**src/rtl/jti_pkg.sv**
```systemverilog
package jti_pkg;

    localparam int MaxPoints = 64;
    localparam int MaxJoints = 8;
    localparam int PtW = $clog2(MaxPoints);
    localparam int JtW = $clog2(MaxJoints);
    localparam int CntW = $clog2(MaxPoints + 1);
    localparam int JcW = $clog2(MaxJoints + 1);
    localparam int PjW = PtW + JtW;
    localparam logic [16:0] OneQ16 = 17'h10000;

    typedef enum logic [1:0] {
        REQ_LOAD   = 2'd0,
        REQ_START  = 2'd1,
        REQ_TICK   = 2'd2,
        REQ_CANCEL = 2'd3
    } req_t;

    typedef enum logic [1:0] {
        MODE_IDLE   = 2'd0,
        MODE_RUN    = 2'd1,
        MODE_HOLD   = 2'd2,
        MODE_CANCEL = 2'd3
    } mode_t;

    typedef enum logic [1:0] {
        ST_TRACK   = 2'd0,
        ST_END     = 2'd1,
        ST_INVALID = 2'd2,
        ST_CANCEL  = 2'd3
    } status_t;

    // Handshake between the sequencer and the ratio divider.
    typedef struct packed {
        logic        start;
        logic [31:0] num;
        logic [31:0] den;
    } div_req_t;

    typedef struct packed {
        logic        done;
        logic [16:0] ratio;
    } div_rsp_t;

endpackage

```
**src/rtl/jti_div.sv**
```systemverilog
module jti_div (
    input  logic              aclk,
    input  logic              aresetn,
    input  jti_pkg::div_req_t req,
    output jti_pkg::div_rsp_t rsp
);
    import jti_pkg::*;

    // Restoring division, one quotient bit per cycle; num < den so 16 bits suffice.
    logic [32:0] rem_reg, rem_next;
    logic [31:0] den_reg, den_next;
    logic [15:0] quo_reg, quo_next;
    logic [4:0]  cnt_reg, cnt_next;
    logic        busy_reg, busy_next;
    logic        done_reg, done_next;
    logic [33:0] trial;

    always_comb begin
        rem_next  = rem_reg;
        den_next  = den_reg;
        quo_next  = quo_reg;
        cnt_next  = cnt_reg;
        busy_next = busy_reg;
        done_next = 1'b0;
        trial     = {rem_reg, 1'b0} - {2'b00, den_reg};
        if (req.start) begin
            rem_next  = {1'b0, req.num};
            den_next  = req.den;
            cnt_next  = 5'd0;
            busy_next = 1'b1;
        end else if (busy_reg) begin
            if (!trial[33]) begin
                rem_next = trial[32:0];
                quo_next = {quo_reg[14:0], 1'b1};
            end else begin
                rem_next = {rem_reg[31:0], 1'b0};
                quo_next = {quo_reg[14:0], 1'b0};
            end
            cnt_next = cnt_reg + 5'd1;
            if (cnt_reg == 5'd15) begin
                busy_next = 1'b0;
                done_next = 1'b1;
            end
        end
    end

    always_ff @(posedge aclk) begin
        if (!aresetn) begin
            busy_reg <= 1'b0;
            done_reg <= 1'b0;
            cnt_reg  <= '0;
        end else begin
            busy_reg <= busy_next;
            done_reg <= done_next;
            cnt_reg  <= cnt_next;
        end
        rem_reg <= rem_next;
        den_reg <= den_next;
        quo_reg <= quo_next;
    end

    assign rsp.done  = done_reg;
    assign rsp.ratio = {1'b0, quo_reg};
endmodule

```
**config.mk**
```make
export PLATFORM = sky130hd
export DESIGN_NAME = jti_div
export DESIGN_NICKNAME = d
export VERILOG_FILES = /design/src/rtl/jti_pkg.sv /design/src/rtl/jti_div.sv
export SDC_FILE = /design/constraint.sdc
export NUM_CORES = 1
export LEC_CHECK = 0
export BUFFER_PORTS_ARGS = -buffer_cell sky130_fd_sc_hd__buf_2
export CORE_ASPECT_RATIO = 0.6
export CORE_MARGIN = 2
export CORE_UTILIZATION = 55
export CTS_CLUSTER_SIZE = 25
export DETAILED_ROUTE_END_ITERATION = 8
export HOLD_SLACK_MARGIN = 0.06
export PLACE_DENSITY = 0.78
export SYNTH_ARGS = -nofsm -noshare
export SYNTH_HDL_FRONTEND = slang
export SYNTH_SLANG_ARGS = --single-unit
```
**constraint.sdc**
```tcl
create_clock -name aclk -period 8 [get_ports aclk]
set_input_delay 1.2 -clock aclk [delete_from_list [all_inputs] [get_ports aclk]]
set_output_delay 1.2 -clock aclk [all_outputs]
set_load 0.005 [all_outputs]
```
Word level (Yosys, flattened, before mapping) --
Cells that the tools add are included.
Operators by class: reductions and logical operators 4, bitwise logic cells 3, divide/modulo/power cells 0, order comparisons 0, shift operators 0, add/subtract/negate cells 2, $mul 0, mux-type cells 8, eq/ne operators 1
Operators with widths (number):
- 2-to-1 mux 32 bit | 2
- subtractor 34 x 32 -> 34 bit | 1
- 2-to-1 mux 33 bit | 1
- adder 5 x 1 -> 5 bit, second input constant | 1
- equality test 5 x 4 -> 1 bit, second input constant | 1
- 2-to-1 mux 1 bit | 5
- NOT 1 bit | 3
- OR reduction 3 bit | 1
- AND reduction 2 bit | 1
- nonzero test 2 bit | 1
- OR reduction 2 bit | 1
Storage, ports and cells: input bits 67, register bits 88, output and inout port bits 18, memories 0, memory bits (writable) 0, logic and storage cells 25, bits in latches 0, ROM bits 0

Depth between registers and ports, before layout --
Gate-level depths: netlist of run 1.
depth after elaboration 4, mapped depth 13, depth with buffers taken out 11

Worst setup path after synthesis of run 1 --
No wires, ideal clock.
path type register -> register, start reg rem_reg[0], end reg rem_reg[24] (data pin), setup slack 5.101 ns, clock period less this slack 2.899 ns, arrival time 2.625 ns, required time 7.726 ns, stages on the path, launching flop included 12, path through edfxtp_1 > inv_1 > fa_1 > nand2b_1 > a21oi_1 > o211ai_1 > a211oi_1 > o21ai_1 > o21ai_0 > mux2_2 > o21ai_0 > a31oi_1
Between the ends: word-level cells in the longest chain between the ends 4
Ends and longest elaborated chain:
- start: declaration | line jti_div.sv:10 | logic [32:0] rem_reg, rem_next;
- start signal: assignment | line jti_div.sv:57 | rem_reg <= rem_next;
- subtractor 34 x 32 -> 34 bit | line jti_div.sv:25 | trial = {rem_reg, 1'b0} - {2'b00, den_reg};
- 2-to-1 mux 33 bit | line jti_div.sv:32 | if (!trial[33]) begin
- 2-to-1 mux 32 bit | line jti_div.sv:31 | end else if (busy_reg) begin
- 2-to-1 mux 32 bit | line jti_div.sv:26 | if (req.start) begin
- net rem_next[24] | line jti_div.sv:10
The timed path passes the listed nets, and every way through them passes these cells. The select of a mux whose other input is x is not followed. A chain may end at the register's enable or synchronous reset.

Worst setup path in the final report of run 1 --
start reg rem_reg[20], end reg rem_reg[4] (data pin)
The elaborated chain is that of the path after synthesis.

==> impl_metrics.yaml, run 1 <==
die:
  die_h_um: 80.9
  die-width_um: 132
  die-area_um2: 10700
  core_area_um2: 9360
  rows: 27
  io_pins: 85
  start_util_pct: 57.9
cells_and_area:
  antenna_cells: 0
  drive_gt1_share_pct: 18.0
  most-common-layout-cells: "buf_2 (83), edfxtp_1 (80), nand2_1 (62), nor2_1 (46), a21oi_1 (42)"
  stdcell_count: 753
  largest_reg_flops: 33
  nets: 719
  areaGrowthSynthToFinish_pct: 14.0
  mostFrequentLayoutCell: "buf_2"
place:
  io_buffers: 83
  dp_hpwl_um: 8560
  globalplace.congestion: 0.893
  dp_cells: 737
synth:
  async_flop_share_pct: 0
  avgSynthCellArea_um2: 9.94
  syn_inst: 545
  ys_ff_latch: 88
  synth_top_area_share_pct: 44.4
  yosys_warnings: 0
  synth_cell_type_count: 59
  synth-main-ff-cell: "edfxtp_1"
  synth-seq-area-share_pct: 47.3
  synth_fp_nets: 646
  synth_area_leader_cell: "edfxtp_1"
  synth_area_leaders: "edfxtp_1 (44%), ha_1 (7.6%), nand2_1 (4.3%), a21oi_1 (3.9%), mux2i_1 (3.9%)"
  synth.cell_area_um2: 5420
  synth_edf_count: 80
timing:
  slew_headroom_pct: 43.9
  hold_viol: 0
  setup_violations: 0
  fin_tns_setup_ns: 0
  layout_min_cycle_time_ns: 3.48
  fin_skew_ns: 0.00749
  fmax_ghz: 0.287
  finalMaxSlewViolations: 0
  post-route-period-util_pct: 43.5
  rsz0062_at_grt: "no"
  timing_worst_slew_pin_value_ns: 0.842
run:
  cap_viol_max_count: 0
cts:
  cts_sinks: 88
  htree_levels: 3
  post_cts_resize_count: 0
  clkSlewWorstSetupHoldPaths_ns: 0.06
  cts_tree: "built"
  hold_buffers: 0
  clk_latency_ns: 0.35
  cts_root_buffer: "clkbuf_16"
  cts_buffers: 9
  cts_buffer_depth: 2
  cts_setup_buffers: 0
worst_hold_path:
  hp-class: "register to register"
detailed_routing:
  ant_nets: 0
  post_drt_wl_per_cell_um: 16.1
  vias_per_cell: 5.69
  drtPass1Iterations: 5
  drt_drc_violations_left: 0
  via_count: 4285
  wl_um: 12100
  drtIter0Drc: 433
pwr:
  p_leak_nw: 2.67
  report.power.total_mw: 1.94
  p_per_area_nw_per_um2: 315
  irDropWorstVdd_v: 0.000139
global_routing:
  track_usage_pct: 23.7
  grt_pass1_wl_um: 19800
  grt_pass1_vias: 4172
  grt_max_degree: 51
  grt_overflow: 0
  antenna_found_initial: 0
worst_setup_path:
  critPathLaunchType: "register"
  crit_arrival_ns: 3.56
  crit_required_ns: 8.08
  worst_setup_path_end_kind: "register"
  criticalPathCategory: "register to register"
  crit_fanout: 24
run_status:
  outcome: "finished clean"
[synthesized netlist by cell type (all sizes together) (4+ instances only)]
cell type	n
edfxtp	80
nand2	64
o21ai	48
nor2	46
a21oi	43
inv	41
ha	33
mux2i	21
xnor2	16
clkbuf	15
xor2	15
a21o	9
buf	9
nand3	9
nor3	9
dfxtp	8
a211oi	7
and3	7
nor2b	6
o211ai	6
nand2b	5
nand4	4
o21a	4
[worst max-delay path, cell delays in order, from the launching register on]
cell      delay [ns]
edfxtp_1        0.39
ha_1            0.39
and3_1          0.23
a211o_1         0.29
o21ai_1         0.25
o211a_1         0.21
a21oi_2         0.07
o211ai_4        0.64
inv_4           0.34
mux2i_1         0.27
o21ai_0         0.11
[logic make-up after synthesis]
kind of cell	after synthesis	share of synthesized area (%)
compound gates	142	16.7
xor+xnor	31	5.01
fa+ha+maj	34	7.99
buf+inv	65	5.29
flops	88	47.3
mux	22	4.09
other cells	1	0.0692
simple gates	162	13.5
[final cells by class]
class	instances	area, µm²
flip-flops and latches	88	2560
multi-input cells	392	2570
clock buffers	14	275
clock inverters	2	11.3
repair buffers	86	438
well taps	130	163
fillers	750	3190
inverters	41	156
[final timing paths]
| check | cells past startpoint | from | slack (ns) | to |
|---|---|---|---|---|
| max | 10 | rem_reg[20] | 4.52 | rem_reg[4] |
| min | 0 | quo_reg[12] | 0.45 | quo_reg[13] |
| max reg2reg | 10 | rem_reg[20] | 4.52 | rem_reg[4] |
| min reg2reg | 0 | quo_reg[12] | 0.45 | quo_reg[13] |
[per-stage QoR]
| stage | setup slack (ns) | util (%) | hold slack, ns | instance area, µm² |
|---|---|---|---|---|
| final | 4.52 | 66.0 | 0.445 | 6170 |
| after global routing | 4.28 | 66.0 | 0.465 | 6170 |
| after CTS | 4.57 | 66.0 | 0.445 | 6170 |
| after detailed placement | 4.58 | 62.9 | 0.433 | 5890 |
| after global placement | 4.64 | 62.9 | 0.426 | 5890 |
| after floorplan | 5.10 | - | 0.452 | 5420 |
[metal layers]
layer / vias up / share of wire, % / GRT usage [%]
li1: 2102 / - / -
met1: 2002 / 48 / 32.2
met2: 163 / 43 / 36.9
met3: 18 / 6.9 / 6.62
met4: 0 / 1.3 / 8.15
met5: - / 0 / 0
[where the power goes]
| part | internal [mW] | switching [mW] |
|---|---|---|
| registers | 0.599 | 0.0422 |
| clock network | 0.238 | 0.171 |
| logic | 0.363 | 0.528 |
No activity file was read; power rests on OpenSTA's default activity.
==> run 2, diff against run 1 <==
==> constraint.sdc (replaced) <==
create_clock -name aclk -period 3.4 [get_ports aclk]
set_input_delay 0.51 -clock aclk [delete_from_list [all_inputs] [get_ports aclk]]
set_output_delay 0.51 -clock aclk [all_outputs]
set_load 0.005 [all_outputs]
==> impl_metrics.yaml, run 2 (synthesized netlist as in run 1, its figures left out) <==
worst_setup_path:
  cp-endpoint: "rem_reg[10]"
  worst_setup_path_end_kind: "register"
  cp_slowest_cell: "a311o_1"
  crit_path_start: "rem_reg[1]"
  crit_arrival_ns: 3.31
  r2r-start: "rem_reg[1]"
  reg2reg_depth: 10
  crit_fanout: 16
  criticalPathCategory: "register to register"
  crit_path_frequent_cell: "a211o_1"
  max_stage_delay_ns: 0.43
  critPathLaunchType: "register"
  crit_required_ns: 3.50
  reg2reg_slack_ns: 0.20
  timing.rr.end: "rem_reg[10]"
  path_cells: "ha_1, nand3b_1, a211oi_2, o21ai_1, a311o_1, a211o_1, o211ai_4, buf_4, nor3_1, a211o_1"
timing:
  layout_min_cycle_time_ns: 3.20
  fin_tns_setup_ns: 0
  setup_violations: 0
  post-route-period-util_pct: 94.3
  hold_viol: 0
  finalMaxSlewViolations: 0
  slew_headroom_pct: 41.6
  rsz0062_at_grt: "no"
  timing_worst_slew_pin_value_ns: 0.876
  fin_ws_ns: 0.195
  fin_skew_ns: 0.00731
  fmax_ghz: 0.312
cts:
  cts_tree: "built"
  clk_latency_ns: 0.35
  cts_root_buffer: "clkbuf_16"
  cts_buffers: 9
  cts_setup_buffers: 0
  cts_buffer_depth: 2
  htree_levels: 3
  cts_sinks: 88
  clkSlewWorstSetupHoldPaths_ns: 0.07
die:
  die-width_um: 132
  io_pins: 85
  start_util_pct: 57.9
  rows: 27
  core_area_um2: 9360
  die_h_um: 80.9
  die-area_um2: 10700
detailed_routing:
  wl_um: 12300
  via_count: 4358
  drtIter0Drc: 382
  drtPass1Iterations: 5
  vias_per_cell: 5.76
  drt_drc_violations_left: 0
  ant_nets: 0
  post_drt_wl_per_cell_um: 16.2
pwr:
  p_clk_share_pct: 21.5
  intPower_mw: 2.83
  irDropWorstVdd_v: 0.000412
  p_sw_mw: 1.79
  p_comb_share_pct: 45.8
  p_per_area_nw_per_um2: 744
  seqPwrFrac_pct: 32.7
  sw_frac_of_total_pct: 38.8
  p_leak_nw: 2.69
  report.power.total_mw: 4.62
global_routing:
  grt_pass1_wl_um: 19900
  antenna_found_initial: 0
  grt_overflow: 0
  grt_pass1_vias: 4053
  track_usage_pct: 23.9
  grt_max_degree: 58
run:
  cap_viol_max_count: 0
worst_hold_path:
  hp-class: "input pin to register"
  hold-path-cell-count: 1
cells_and_area:
  final-seq-area_um2: 2560
  nets: 722
  final_cell_area_um2: 6210
  multiInputGateArea_um2: 2570
  fill_cells: 756
  largest_reg_flops: 33
  most-common-layout-cells: "buf_2 (83), edfxtp_1 (80), nand2_1 (62), nor2_1 (46), a21oi_1 (42)"
  mostFrequentLayoutCell: "buf_2"
  antenna_cells: 0
  areaGrowthSynthToFinish_pct: 14.6
  drive_gt1_share_pct: 19.0
run_status:
  outcome: "finished clean"
place:
  io_buffers: 83
  globalplace.congestion: 0.903
  pre_cts_slack_ns: 0.162
  dp_hpwl_um: 8790
  dpl-instance-area_um2: 5910
-- run 2: layout make-up --
class	count	area share [%]
Multi-Input combinational cell	392	41.4
Sequential cell	88	41.3
Timing Repair Buffer	89	7.42
Clock buffer	10	4.03
Tap cell	130	2.62
Inverter	41	2.52
Clock inverter	6	0.726
-- run 2: power by group through the flow --
stage / combinational (mW) / sequential, mW / clock (mW)
after floorplan: 1.67 / 1.49 / 0
after global placement: 2.01 / 1.52 / 0
after detailed placement: 2.06 / 1.53 / 0
after CTS: 2.08 / 1.51 / 1.01
after global routing: 2.36 / 1.53 / 1.05
final: 2.12 / 1.51 / 0.994
-- run 2: what timing repair did --
item / 4_1_cts / 5_1_grt
endpoints found under the setup margin: 0 / 1
resized for setup: 0 / 2
hold buffers: 0 / 0
-- run 2: routing by layer --
metal  track usage, %  routed length [µm]
met5                0                   0
met4             5.98                 148
met2             35.5                5220
met1             35.5                6010
met3             5.56                 894
-- run 2: critical path, delay by kind of cell (launching register included) --
family / cells / cell delay [ns]
adder cells (fa/ha/maj): 1 / 0.37
flip-flops: 1 / 0.42
AO/OA/AOI/OAI: 6 / 1.63
AND/OR/NAND/NOR: 2 / 0.23
buffers and inverters: 1 / 0.30
-- run 2: worst min-delay path by stage --
| stage | startpoint | to | slack [ns] |
|---|---|---|---|
| after global placement | quo_reg[4] | quo_reg[5] | 0.43 |
| final | req[29] | den_reg[29] | 0.33 |
| after detailed placement | quo_reg[5] | quo_reg[6] | 0.43 |
| after CTS | req[10] | den_reg[10] | 0.33 |
| after floorplan | quo_reg[9] | quo_reg[10] | 0.45 |
| after global routing | req[17] | den_reg[17] | 0.32 |
-- run 2: through the flow --
stage / utilization, % / cells / hold slack (ns)
finish: 66.3 / 756 / 0.334
global route: 66.3 / 756 / 0.320
CTS: 66.3 / 756 / 0.328
detailed placement: 63.1 / 740 / 0.428
global placement: 63.1 / 740 / 0.426
floorplan: - / 545 / 0.452
